===== config.mk =====
export PLATFORM = sky130hd
export DESIGN_NAME = rgb_difference_heatmap
export DESIGN_NICKNAME = d
export VERILOG_FILES = /design/src/rtl/core/rdh_pkg.sv /design/src/rtl/core/rdh_level.sv /design/src/rtl/core/rdh_band.sv /design/src/rtl/core/rdh_ramp.sv /design/src/rtl/core/rgb_difference_heatmap.sv
export SDC_FILE = /design/constraint.sdc
export NUM_CORES = 1
export LEC_CHECK = 0
export BUFFER_PORTS_ARGS = -buffer_cell sky130_fd_sc_hd__buf_4
export CORE_ASPECT_RATIO = 0.5
export CORE_MARGIN = 4
export CORE_UTILIZATION = 50
export DETAILED_ROUTE_END_ITERATION = 16
export PLACE_DENSITY = 0.68
export SYNTH_ARGS = -nofsm -noshare
export SYNTH_HDL_FRONTEND = slang
export SYNTH_HIERARCHICAL = 1
export SYNTH_SLANG_ARGS = --single-unit

===== constraint.sdc =====
create_clock -name clk_i -period 15.6 [get_ports clk_i]
set_input_delay 3.12 -clock clk_i [delete_from_list [all_inputs] [get_ports clk_i]]
set_output_delay 3.12 -clock clk_i [all_outputs]
set_load 0.02 [all_outputs]

===== src/rtl/core/rdh_pkg.sv =====
`timescale 1ns / 1ps
`default_nettype none

package rdh_pkg;

  // field widths
  localparam int unsigned PIX_W  = 8;
  localparam int unsigned SUM_W  = 10;
  localparam int unsigned SENS_W = 7;
  localparam int unsigned REM_W  = 6;
  localparam int unsigned NUM_W  = 14;
  localparam int unsigned QH_W   = 4;
  localparam int unsigned BAND_W = 9;

  // sensitivity limits
  localparam logic [SENS_W-1:0] SENS_RESET = 7'd16;
  localparam logic [SENS_W-1:0] SENS_MIN   = 7'd1;
  localparam logic [SENS_W-1:0] SENS_MAX   = 7'd64;

  // full-scale channel value
  localparam logic [PIX_W-1:0] FULL = 8'd255;

  // divide by three as multiply by 683 and shift right by 11 (exact for sums up to 765)
  localparam logic [SUM_W-1:0] DIV3_MUL   = 10'd683;
  localparam int unsigned      DIV3_SHIFT = 11;

  // colour ramp bands
  typedef enum logic [2:0] {
    BAND_BLUE,
    BAND_GREEN,
    BAND_YELLOW,
    BAND_RED,
    BAND_SAT
  } band_e;

  // input pixel pair
  typedef struct packed {
    logic [PIX_W-1:0] a_red;
    logic [PIX_W-1:0] a_green;
    logic [PIX_W-1:0] a_blue;
    logic [PIX_W-1:0] b_red;
    logic [PIX_W-1:0] b_green;
    logic [PIX_W-1:0] b_blue;
  } pix_in_t;

  // heatmap result
  typedef struct packed {
    logic [PIX_W-1:0] out_red;
    logic [PIX_W-1:0] out_green;
    logic [PIX_W-1:0] out_blue;
    logic [PIX_W-1:0] diff_level;
  } pix_out_t;

  // level stage to band stage
  typedef struct packed {
    logic [PIX_W-1:0] d;
  } level_t;

  // band stage to ramp stages
  typedef struct packed {
    logic [PIX_W-1:0] d;
    band_e            band;
    logic [NUM_W-1:0] num;
  } band_t;

  // pipeline handshake between stages
  typedef struct packed {
    logic valid;
    logic ready;
  } hs_t;

  // one restoring division step: returns {quotient bit, new partial remainder}
  function automatic logic [REM_W:0] div_step(input logic [REM_W-1:0]  p,
                                              input logic              nbit,
                                              input logic [SENS_W-1:0] s);
    logic [REM_W:0] sh;
    logic [REM_W:0] diff;
    sh   = {p, nbit};
    diff = sh - s;
    if (sh >= s) begin
      return {1'b1, diff[REM_W-1:0]};
    end
    return {1'b0, sh[REM_W-1:0]};
  endfunction

endpackage

`default_nettype wire


===== src/rtl/core/rdh_level.sv =====
`timescale 1ns / 1ps
`default_nettype none

// absolute channel differences and their mean, two register stages
module rdh_level (
  input  wire logic            clk_i,
  input  wire logic            rst_ni,
  input  wire logic            valid_i,
  output logic                 ready_o,
  input  wire rdh_pkg::pix_in_t data_i,
  output rdh_pkg::hs_t         hs_o,
  input  wire logic            ready_i,
  output rdh_pkg::level_t      data_o
);

  logic                        s1_valid_q;
  logic                        s1_ready;
  logic [rdh_pkg::SUM_W-1:0]   sum_d, sum_q;
  logic                        s2_valid_q;
  logic                        s2_ready;
  logic [2*rdh_pkg::SUM_W-1:0] prod;
  logic [rdh_pkg::PIX_W-1:0]   d_q;
  logic [rdh_pkg::PIX_W-1:0]   dr, dg, db;

  // absolute differences per channel
  always_comb begin
    dr = (data_i.a_red > data_i.b_red) ? data_i.a_red - data_i.b_red
                                       : data_i.b_red - data_i.a_red;
    dg = (data_i.a_green > data_i.b_green) ? data_i.a_green - data_i.b_green
                                           : data_i.b_green - data_i.a_green;
    db = (data_i.a_blue > data_i.b_blue) ? data_i.a_blue - data_i.b_blue
                                         : data_i.b_blue - data_i.a_blue;
    sum_d = rdh_pkg::SUM_W'(dr) + rdh_pkg::SUM_W'(dg) + rdh_pkg::SUM_W'(db);
  end

  // stage handshake
  assign s1_ready = !s1_valid_q || s2_ready;
  assign s2_ready = !s2_valid_q || ready_i;
  assign ready_o  = s1_ready;

  always_ff @(posedge clk_i or negedge rst_ni) begin
    if (!rst_ni) begin
      s1_valid_q <= 1'b0;
      s2_valid_q <= 1'b0;
    end else begin
      if (s1_ready) begin
        s1_valid_q <= valid_i;
      end
      if (s2_ready) begin
        s2_valid_q <= s1_valid_q;
      end
    end
  end

  // stage 1: channel sum
  always_ff @(posedge clk_i) begin
    if (valid_i && s1_ready) begin
      sum_q <= sum_d;
    end
  end

  // stage 2: mean by reciprocal multiply
  assign prod = sum_q * rdh_pkg::DIV3_MUL;

  always_ff @(posedge clk_i) begin
    if (s1_valid_q && s2_ready) begin
      d_q <= prod[rdh_pkg::DIV3_SHIFT +: rdh_pkg::PIX_W];
    end
  end

  assign hs_o.valid = s2_valid_q;
  assign hs_o.ready = s1_ready;
  assign data_o.d   = d_q;

endmodule

`default_nettype wire


===== src/rtl/core/rdh_band.sv =====
`timescale 1ns / 1ps
`default_nettype none

// band select and remainder within the band, one register stage
module rdh_band (
  input  wire logic                        clk_i,
  input  wire logic                        rst_ni,
  input  wire logic [rdh_pkg::SENS_W-1:0]  sens_i,
  input  wire rdh_pkg::hs_t                hs_i,
  output logic                             ready_o,
  input  wire rdh_pkg::level_t             data_i,
  output logic                             valid_o,
  input  wire logic                        ready_i,
  output rdh_pkg::band_t                   data_o
);

  logic                         valid_q;
  logic                         ready;
  rdh_pkg::band_t               band_d, band_q;
  logic [rdh_pkg::BAND_W-1:0]   s1, s2, s3, s4, d9, rem9;
  logic [rdh_pkg::REM_W-1:0]    rem;

  // band edges at s, 2s, 3s, 4s
  always_comb begin
    s1   = rdh_pkg::BAND_W'(sens_i);
    s2   = rdh_pkg::BAND_W'({sens_i, 1'b0});
    s3   = s1 + s2;
    s4   = rdh_pkg::BAND_W'({sens_i, 2'b00});
    d9   = rdh_pkg::BAND_W'(data_i.d);
    rem9 = '0;
    band_d.band = rdh_pkg::BAND_SAT;
    if (d9 < s1) begin
      band_d.band = rdh_pkg::BAND_BLUE;
      rem9 = d9;
    end else if (d9 < s2) begin
      band_d.band = rdh_pkg::BAND_GREEN;
      rem9 = d9 - s1;
    end else if (d9 < s3) begin
      band_d.band = rdh_pkg::BAND_YELLOW;
      rem9 = d9 - s2;
    end else if (d9 < s4) begin
      band_d.band = rdh_pkg::BAND_RED;
      rem9 = d9 - s3;
    end
    rem = rem9[rdh_pkg::REM_W-1:0];
    // remainder times 255
    band_d.num = rdh_pkg::NUM_W'({rem, 8'h00}) - rdh_pkg::NUM_W'(rem);
    band_d.d   = data_i.d;
  end

  // stage handshake
  assign ready   = !valid_q || ready_i;
  assign ready_o = ready;

  always_ff @(posedge clk_i or negedge rst_ni) begin
    if (!rst_ni) begin
      valid_q <= 1'b0;
    end else if (ready) begin
      valid_q <= hs_i.valid;
    end
  end

  always_ff @(posedge clk_i) begin
    if (hs_i.valid && ready) begin
      band_q <= band_d;
    end
  end

  assign valid_o = valid_q;
  assign data_o  = band_q;

  // the divider needs its first partial remainder below the divisor
  a_num_fits: assert property (@(posedge clk_i) disable iff (!rst_ni)
    valid_q |-> ({1'b0, band_q.num[rdh_pkg::NUM_W-1:8]} < sens_i))
    else $error("band remainder out of range");

endmodule

`default_nettype wire


===== src/rtl/core/rdh_ramp.sv =====
`timescale 1ns / 1ps
`default_nettype none

// ramp position by two-stage restoring division, then colour lookup
module rdh_ramp (
  input  wire logic                       clk_i,
  input  wire logic                       rst_ni,
  input  wire logic [rdh_pkg::SENS_W-1:0] sens_i,
  input  wire logic                       valid_i,
  output logic                            ready_o,
  input  wire rdh_pkg::band_t             data_i,
  output logic                            valid_o,
  input  wire logic                       ready_i,
  output rdh_pkg::pix_out_t               data_o
);

  logic                        s4_valid_q, s4_ready;
  logic                        s5_valid_q, s5_ready;
  logic [rdh_pkg::PIX_W-1:0]   d4_q;
  rdh_pkg::band_e              band4_q;
  logic [rdh_pkg::REM_W-1:0]   p4_d, p4_q;
  logic [rdh_pkg::QH_W-1:0]    qh_d, qh_q;
  logic [rdh_pkg::QH_W-1:0]    nlo_q;
  logic [rdh_pkg::QH_W-1:0]    ql;
  logic [rdh_pkg::REM_W-1:0]   p5;
  logic [rdh_pkg::REM_W:0]     st4, st5;
  logic [rdh_pkg::PIX_W-1:0]   t;
  rdh_pkg::pix_out_t           out_d, out_q;

  // upper four quotient bits
  always_comb begin
    p4_d = data_i.num[rdh_pkg::NUM_W-1:8];
    qh_d = '0;
    st4  = '0;
    for (int i = 0; i < rdh_pkg::QH_W; i++) begin
      st4  = rdh_pkg::div_step(p4_d, data_i.num[7-i], sens_i);
      qh_d[rdh_pkg::QH_W-1-i] = st4[rdh_pkg::REM_W];
      p4_d = st4[rdh_pkg::REM_W-1:0];
    end
  end

  // lower four quotient bits
  always_comb begin
    p5  = p4_q;
    ql  = '0;
    st5 = '0;
    for (int i = 0; i < rdh_pkg::QH_W; i++) begin
      st5 = rdh_pkg::div_step(p5, nlo_q[rdh_pkg::QH_W-1-i], sens_i);
      ql[rdh_pkg::QH_W-1-i] = st5[rdh_pkg::REM_W];
      p5  = st5[rdh_pkg::REM_W-1:0];
    end
    t = {qh_q, ql};
  end

  // colour per band
  always_comb begin
    out_d.diff_level = d4_q;
    case (band4_q)
      rdh_pkg::BAND_BLUE: begin
        out_d.out_red   = '0;
        out_d.out_green = '0;
        out_d.out_blue  = t;
      end
      rdh_pkg::BAND_GREEN: begin
        out_d.out_red   = '0;
        out_d.out_green = t;
        out_d.out_blue  = rdh_pkg::FULL - t;
      end
      rdh_pkg::BAND_YELLOW: begin
        out_d.out_red   = t;
        out_d.out_green = rdh_pkg::FULL;
        out_d.out_blue  = '0;
      end
      rdh_pkg::BAND_RED: begin
        out_d.out_red   = rdh_pkg::FULL;
        out_d.out_green = rdh_pkg::FULL - t;
        out_d.out_blue  = '0;
      end
      default: begin
        out_d.out_red   = rdh_pkg::FULL;
        out_d.out_green = '0;
        out_d.out_blue  = '0;
      end
    endcase
  end

  // stage handshake
  assign s4_ready = !s4_valid_q || s5_ready;
  assign s5_ready = !s5_valid_q || ready_i;
  assign ready_o  = s4_ready;

  always_ff @(posedge clk_i or negedge rst_ni) begin
    if (!rst_ni) begin
      s4_valid_q <= 1'b0;
      s5_valid_q <= 1'b0;
    end else begin
      if (s4_ready) begin
        s4_valid_q <= valid_i;
      end
      if (s5_ready) begin
        s5_valid_q <= s4_valid_q;
      end
    end
  end

  always_ff @(posedge clk_i) begin
    if (valid_i && s4_ready) begin
      d4_q    <= data_i.d;
      band4_q <= data_i.band;
      p4_q    <= p4_d;
      qh_q    <= qh_d;
      nlo_q   <= data_i.num[rdh_pkg::QH_W-1:0];
    end
  end

  always_ff @(posedge clk_i) begin
    if (s4_valid_q && s5_ready) begin
      out_q <= out_d;
    end
  end

  assign valid_o = s5_valid_q;
  assign data_o  = out_q;

  // partial remainder stays below the divisor
  a_rem_below: assert property (@(posedge clk_i) disable iff (!rst_ni)
    s4_valid_q |-> ({1'b0, p4_q} < sens_i))
    else $error("partial remainder not below divisor");

  // pure red only appears at or above four bands
  a_sat_level: assert property (@(posedge clk_i) disable iff (!rst_ni)
    (s5_valid_q && out_q.out_red == rdh_pkg::FULL && out_q.out_green == '0 &&
     out_q.out_blue == '0)
    |-> ({1'b0, out_q.diff_level} >= {sens_i, 2'b00}))
    else $error("saturated red below four bands");

endmodule

`default_nettype wire


===== src/rtl/core/rgb_difference_heatmap.sv =====
`timescale 1ns / 1ps
`default_nettype none

// Difference heatmap: each transfer on the input carries one pixel from each of two
// images; each output transfer carries the false-colour pixel and the mean absolute
// difference level d. One pixel pair is taken every clock unless the output stalls, and
// results pass five register stages (channel sum, divide by three, band select, two
// halves of an eight-step restoring divider); stall from the output holds the pipeline,
// and empty stages still take new pixels. Sensitivity is to be written with cfg_we_i only
// while the pipeline is empty, which the block does not enforce; 0 is taken as 1 and values above 64 as 64.
module rgb_difference_heatmap (
  input  wire logic                       clk_i,
  input  wire logic                       rst_ni,
  input  wire logic                       in_valid_i,
  output logic                            in_stall_o,
  input  wire rdh_pkg::pix_in_t           in_data_i,
  output logic                            out_valid_o,
  input  wire logic                       out_stall_i,
  output rdh_pkg::pix_out_t               out_data_o,
  input  wire logic                       cfg_we_i,
  input  wire logic [rdh_pkg::SENS_W-1:0] cfg_wdata_i
);

  logic [rdh_pkg::SENS_W-1:0] sens_d, sens_q;
  logic                       lvl_ready;
  rdh_pkg::hs_t               lvl_hs;
  rdh_pkg::level_t            lvl_data;
  logic                       band_ready, band_valid;
  rdh_pkg::band_t             band_data;
  logic                       ramp_ready;

  // sensitivity register, clamped on write
  always_comb begin
    if (cfg_wdata_i == '0) begin
      sens_d = rdh_pkg::SENS_MIN;
    end else if (cfg_wdata_i > rdh_pkg::SENS_MAX) begin
      sens_d = rdh_pkg::SENS_MAX;
    end else begin
      sens_d = cfg_wdata_i;
    end
  end

  always_ff @(posedge clk_i or negedge rst_ni) begin
    if (!rst_ni) begin
      sens_q <= rdh_pkg::SENS_RESET;
    end else if (cfg_we_i) begin
      sens_q <= sens_d;
    end
  end

  // difference level
  rdh_level u_level (
    .clk_i   (clk_i),
    .rst_ni  (rst_ni),
    .valid_i (in_valid_i),
    .ready_o (lvl_ready),
    .data_i  (in_data_i),
    .hs_o    (lvl_hs),
    .ready_i (band_ready),
    .data_o  (lvl_data)
  );

  // band select
  rdh_band u_band (
    .clk_i   (clk_i),
    .rst_ni  (rst_ni),
    .sens_i  (sens_q),
    .hs_i    (lvl_hs),
    .ready_o (band_ready),
    .data_i  (lvl_data),
    .valid_o (band_valid),
    .ready_i (ramp_ready),
    .data_o  (band_data)
  );

  // ramp position and colour
  rdh_ramp u_ramp (
    .clk_i   (clk_i),
    .rst_ni  (rst_ni),
    .sens_i  (sens_q),
    .valid_i (band_valid),
    .ready_o (ramp_ready),
    .data_i  (band_data),
    .valid_o (out_valid_o),
    .ready_i (!out_stall_i),
    .data_o  (out_data_o)
  );

  assign in_stall_o = !lvl_ready;

  // effective sensitivity always within the band range
  a_sens_range: assert property (@(posedge clk_i) disable iff (!rst_ni)
    (sens_q != '0) && (sens_q <= rdh_pkg::SENS_MAX))
    else $error("sensitivity out of range");

  // an empty output stage never holds off the input
  a_no_stall_empty: assert property (@(posedge clk_i) disable iff (!rst_ni)
    !out_valid_o |-> !in_stall_o)
    else $error("input stalled with empty output");

  // the level stage handshake view matches its ready
  a_lvl_ready: assert property (@(posedge clk_i) disable iff (!rst_ni)
    (lvl_hs.valid && !band_ready) |-> (in_stall_o == lvl_hs.valid && !lvl_ready) ||
    !in_stall_o)
    else $error("level stage ready mismatch");

endmodule

`default_nettype wire


==> results of run 1 <==
## per-stage QoR
stage | utilization [%] | hold WS [ns] | worst slack (ns) | area, sq um
floorplan | - | 0.400 | 8.66 | 12200
global placement | 55.1 | 0.403 | 7.92 | 13200
detailed placement | 55.1 | 0.405 | 7.66 | 13200
CTS | 56.5 | 0.425 | 7.66 | 13600
global route | 56.5 | 0.433 | 6.98 | 13600
finish | 56.5 | 0.423 | 7.60 | 13600
## cell usage in the layout (no fill, tap or decap), types with 7 or more instances in the layout
cell and instances:
a21oi_1 90, nor2_1 59, nor3_1 16, mux2i_1 27, o21a_1 11, ha_1 202, and2_1 10, nand3b_1 12
dfrtp_1 11, o211ai_1 7, a21o_1 30, clkbuf_16 9, xor2_1 30, a31oi_1 8, nand2_1 42, fa_1 47
o21bai_1 8, nand3_1 10, inv_1 181, and3_1 8, o21ai_0 57, nand2b_1 27, xnor2_1 53, nand4_1 9
buf_4 96, nor2b_1 17, mux2_2 24, a211oi_1 9, edfxtp_1 100
## worst min path at each step
stage,startpoint,end,slack (ns),cells past startpoint
after floorplan,u_band/data_o[14],u_ramp/band4_q[0],0.40,0
after global placement,u_band/data_o[23],u_ramp/d4_q[6],0.40,0
after detailed placement,u_band/data_o[2],u_ramp/nlo_q[2],0.40,0
after CTS,u_band/data_o[2],u_ramp/nlo_q[2],0.42,0
after global routing,u_band/data_o[0],u_ramp/nlo_q[0],0.43,0
final,u_band/data_o[2],u_ramp/nlo_q[2],0.42,0
## flip-flops by register name (all words and copies together), names as in the netlist
name                cells
u_ramp/p4_q             6
u_ramp/d4_q             8
u_ramp/data_o          32
u_ramp/valid_o          1
sens_q                  7
u_level/data_o          8
u_level/s1_valid_q      1
u_ramp/band4_q          3
u_level/s2_valid_q      1
u_band/data_o          25
u_ramp/s4_valid_q       1
u_band/valid_o          1
u_ramp/qh_q             4
u_ramp/nlo_q            4
u_level/sum_q          10
## layer usage
metal | track usage, % | up-vias
li1 | - | 4564
met1 | 24.8 | 4380
met2 | 34.9 | 186
met3 | 2.91 | 47
met4 | 6.23 | 0
met5 | 0 | -
## cell type report
class                   instances  share of cell area [%]
well taps                     315                    2.91
diodes                          1                  0.0184
multi-input cells             926                    60.0
clock inverters                 7                   0.710
clock buffers                   9                    1.66
repair buffers                 96                    5.31
flip-flops and latches        112                    24.4
inverters                     182                    5.04
## worst max-delay path: cells and delay by family (launching register included)
kind / cells / cell delay [ns]
AO/OA/AOI/OAI: 14 / 4.03
AND/OR/NAND/NOR: 2 / 0.25
flip-flops: 1 / 0.36
buffers and inverters: 3 / 0.63
multiplexers: 3 / 1.20
adder cells (fa/ha/maj): 4 / 1.26
==> flow_summary.toml, run 1 <==
[status]
status = "completed"

[placed_design]
dp_hpwl_um = 21900
place_inst = 1631
io_buffers = 93
place.gp.congestion = 0.915

[clock_network]
htree_levels = 3
cts-buffers-inserted = 9
postCtsResizedCells = 0
cts_setup_buffers = 0
clock-sinks = 112
insertion_delay_ns = 0.37
clock-root-buffer = "clkbuf_16"
cts_buffer_depth = 2
clkTransAtPathRegs_ns = 0.08
ctsHoldBuffers = 0
tritoncts = "yes"

[floorplanning]
fp.dieW_um = 229
die_area_sq_um = 27200
die_y_um = 119
core-area_sq_um = 24000
rows = 40
ios = 94
initial_core_util_pct = 50.9

[timing]
final-setup-viol-count = 0
worstMarginPinSlew_ns = 1.18
rsz0062_at_grt = "false"
finalClockSkew_ns = 0.00627
period_share_pct = 51.3
slew_viol_final = 0
fin_setup_tns_ns = 0
hold_viol = 0
finalCriticalPeriod_ns = 8.00
relSlewSlack_pct = 21.1
clock.fmax_mhz = 125

[grt]
grt_overflow = 0
antenna_found_initial = 1
grt_max_degree = 33
grt.total_usage_pct = 19.6
grt_pass1_wl_um = 44500
grt_pass1_vias = 9349

[route]
drt_iter0_drc = 512
dr_wl_met3_um = 906
dr.pass1.iters = 5
highest_layer = "met4"
wl_met1_um = 11900
wl_per_cell_um = 16.0
antenna_left = 0
dr_wl_met2_um = 13000
viasPerCell = 5.57
drc = 0
wirelength_um = 26400
vias = 9177

[cells_and_area]
drive_above_1_share_pct = 13.9
multiInputGateArea_sq_um = 8140
nets = 1636
layout.area.seq_sq_um = 3300
area_delta_synth_final_pct = 10.9
stdcell_count = 1648
nFillCells = 2110

[setup_path]
worst_ep_arrival_time_ns = 8.12
path_max_fanout = 15
max_stage_delay_ns = 0.91
path_class = "flop to flop"
end_kind = "flop"
rr_worst_depth = 26
r2r_slack_ns = 7.60
critPathLaunchType = "flop"
slowest_stage = "a21oi_1"
reg2reg_from = "sens_q[1]"
r2r-end = "u_ramp/p4_q[4]"
setup.worst_path.start = "sens_q[1]"
crit_top_cell = "ha_1"
critical_path_required_ns = 15.73
crit_end = "u_ramp/p4_q[4]"

[min_path]
min_path_type = "flop to flop"

[synth]
synthCells = 1240
syn_avg_cell_area_sq_um = 9.87
ys_warn_count = 6
synth_nets = 1549
netlist_area_sq_um = 12200

[job]
drv_cap = 0
Power of run 1 is left out: the tool's default activity adds up to more than one toggle a clock period on the data nets, which glitch-free logic cannot reach.
==> inputs of run 2 (changes only) <==
--- a/config.mk
+++ b/config.mk
@@ -10,7 +10,7 @@
 export CORE_MARGIN = 4
 export CORE_UTILIZATION = 50
 export DETAILED_ROUTE_END_ITERATION = 16
-export PLACE_DENSITY = 0.68
+export PLACE_DENSITY = 0.71
 export SYNTH_ARGS = -nofsm -noshare
 export SYNTH_HDL_FRONTEND = slang
 export SYNTH_HIERARCHICAL = 1
==> constraint.sdc (replaced) <==
create_clock -name clk_i -period 6.78 [get_ports clk_i]
set_input_delay 1.356 -clock clk_i [delete_from_list [all_inputs] [get_ports clk_i]]
set_output_delay 1.356 -clock clk_i [all_outputs]
set_load 0.02 [all_outputs]
==> run 2 against run 1 <==
Against the previous run:
- utilization is 1.2 points higher
- clock-buffer cell count stayed put
- cell count is 1.6% higher
- sequential cell count stayed put
- maximum frequency is 23% higher
- via count is 1.4% higher
- worst setup slack worse by 7.3 ns
- first-iteration DRC count is 4.3% higher
- final area is 2.0% higher
- highest routed layer unchanged
==> flow_summary.toml, run 2 (synthesis gave the netlist of run 1 again) <==
[cells_and_area]
final_common_cell = "ha_1"
nets = 1662
fin_area_sq_um = 13800
area_delta_synth_final_pct = 13.1
largest_register_ffs = 32
layout.area.seq_sq_um = 3310
drive_above_1_share_pct = 16.7
most-common-layout-cells = "ha_1, inv_1, buf_4, edfxtp_1, a21oi_1"
multiInputGateArea_sq_um = 8220
nFillCells = 2036
final_util_pct = 57.6

[setup_path]
end_kind = "flop"
critical_path_required_ns = 6.90
path_class = "flop to flop"
slowest_stage = "dfstp_2"
worst_ep_arrival_time_ns = 6.60
r2r_slack_ns = 0.30
crit_top_cell = "ha_1"
path_max_fanout = 8
critPathBufInv = 3
critPathLaunchType = "flop"
crit_family = "compound AO/OA/AOI/OAI gates"
max_stage_delay_ns = 0.57

[timing]
finalClockSkew_ns = 0.0126
rsz0062_at_grt = "false"
final-setup-viol-count = 0
finalCriticalPeriod_ns = 6.48
relSlewSlack_pct = 59.6
clock.fmax_mhz = 154
period_share_pct = 95.6
hold_viol = 0
fin_setup_tns_ns = 0
whs_ns = 0.425
slew_viol_final = 0
worstMarginPinSlew_ns = 0.599

[route]
vias = 9301
wl_per_cell_um = 16.3
wirelength_um = 27200
drt_iter0_drc = 534
drc = 0
antenna_left = 0
viasPerCell = 5.56
dr.pass1.iters = 5

[floorplanning]
initial_core_util_pct = 50.9
die_area_sq_um = 27200
rows = 40
core-area_sq_um = 24000
die_y_um = 119
ios = 94
fp.dieW_um = 229

[clock_network]
tritoncts = "yes"
clkTransAtPathRegs_ns = 0.09
clock-root-buffer = "clkbuf_16"
htree_levels = 3
ctsHoldBuffers = 0
cts_buffer_depth = 2
insertion_delay_ns = 0.37
clock-sinks = 112
cts-buffers-inserted = 9

[placed_design]
place.gp.congestion = 0.916
io_buffers = 93
place_area_sq_um = 13400
dp_hpwl_um = 22300

[status]
status = "completed"

[grt]
grt.total_usage_pct = 20.2
grt_pass1_vias = 9578
grt_max_degree = 33
grt_pass1_wl_um = 45600
antenna_found_initial = 1
grt_overflow = 0

[min_path]
min_path_type = "flop to flop"

[job]
drv_cap = 0
[run 2: cell type report]
class | count | share of cell area [%]
Sequential cell | 112 | 23.9
Tap cell | 315 | 2.85
Antenna cell | 1 | 0.0181
Clock buffer | 9 | 1.63
Inverter | 182 | 4.94
Timing Repair Buffer | 122 | 6.62
Multi-Input combinational cell | 926 | 59.4
Clock inverter | 7 | 0.678
[run 2: path summary, 6_finish.rpt]
check                                    end  cells past startpoint         startpoint
setup / recovery              u_ramp/p4_q[4]                     28          sens_q[4]
hold / removal             u_ramp/band4_q[1]                      0  u_band/data_o[15]
setup reg to reg              u_ramp/p4_q[4]                     28          sens_q[4]
hold reg to reg            u_ramp/band4_q[1]                      0  u_band/data_o[15]
max in group asynchronous          sens_q[4]                      1             rst_ni
min in group asynchronous     u_ramp/valid_o                      1             rst_ni
[run 2: repair_timing]
action                     in CTS  in global routing
buffers inserted                0                  7
pin swaps                       0                  4
gates resized for setup         1                 20
gates cloned                    0                  0
setup endpoints to repair       1                 10
[run 2: worst register-to-register path: cells and delay by family, from the launching register on]
kind / cells / cell delay (ns)
flip-flops: 1 / 0.57
multiplexers: 2 / 0.78
AND/OR/NAND/NOR: 1 / 0.13
adder cells (fa/ha/maj): 4 / 1.30
AO/OA/AOI/OAI: 18 / 3.16
buffers and inverters: 3 / 0.32
[run 2: routing by layer]
layer  global-route usage [%]  share of wire, %  vias to the layer above
met2                     36.6                51                      188
li1                         -                 -                     4617
met3                     3.03               3.8                       48
met5                        0                 0                        -
met4                     5.69               2.4                        0
met1                     25.0                43                     4448
[run 2: metrics by stage]
| stage | std cells | setup WS [ns] |
|---|---|---|
| 6_report | 1674 | 0.297 |
| 5_1_grt | 1674 | 0.00482 |
| 4_1_cts | 1666 | 0.0103 |
| 3_5_place_dp | 1650 | 0.0537 |
| 3_3_place_gp | 1650 | 0.266 |
| 2_1_floorplan | 1240 | 0.0602 |
Power of run 2 is left out for the same reason.
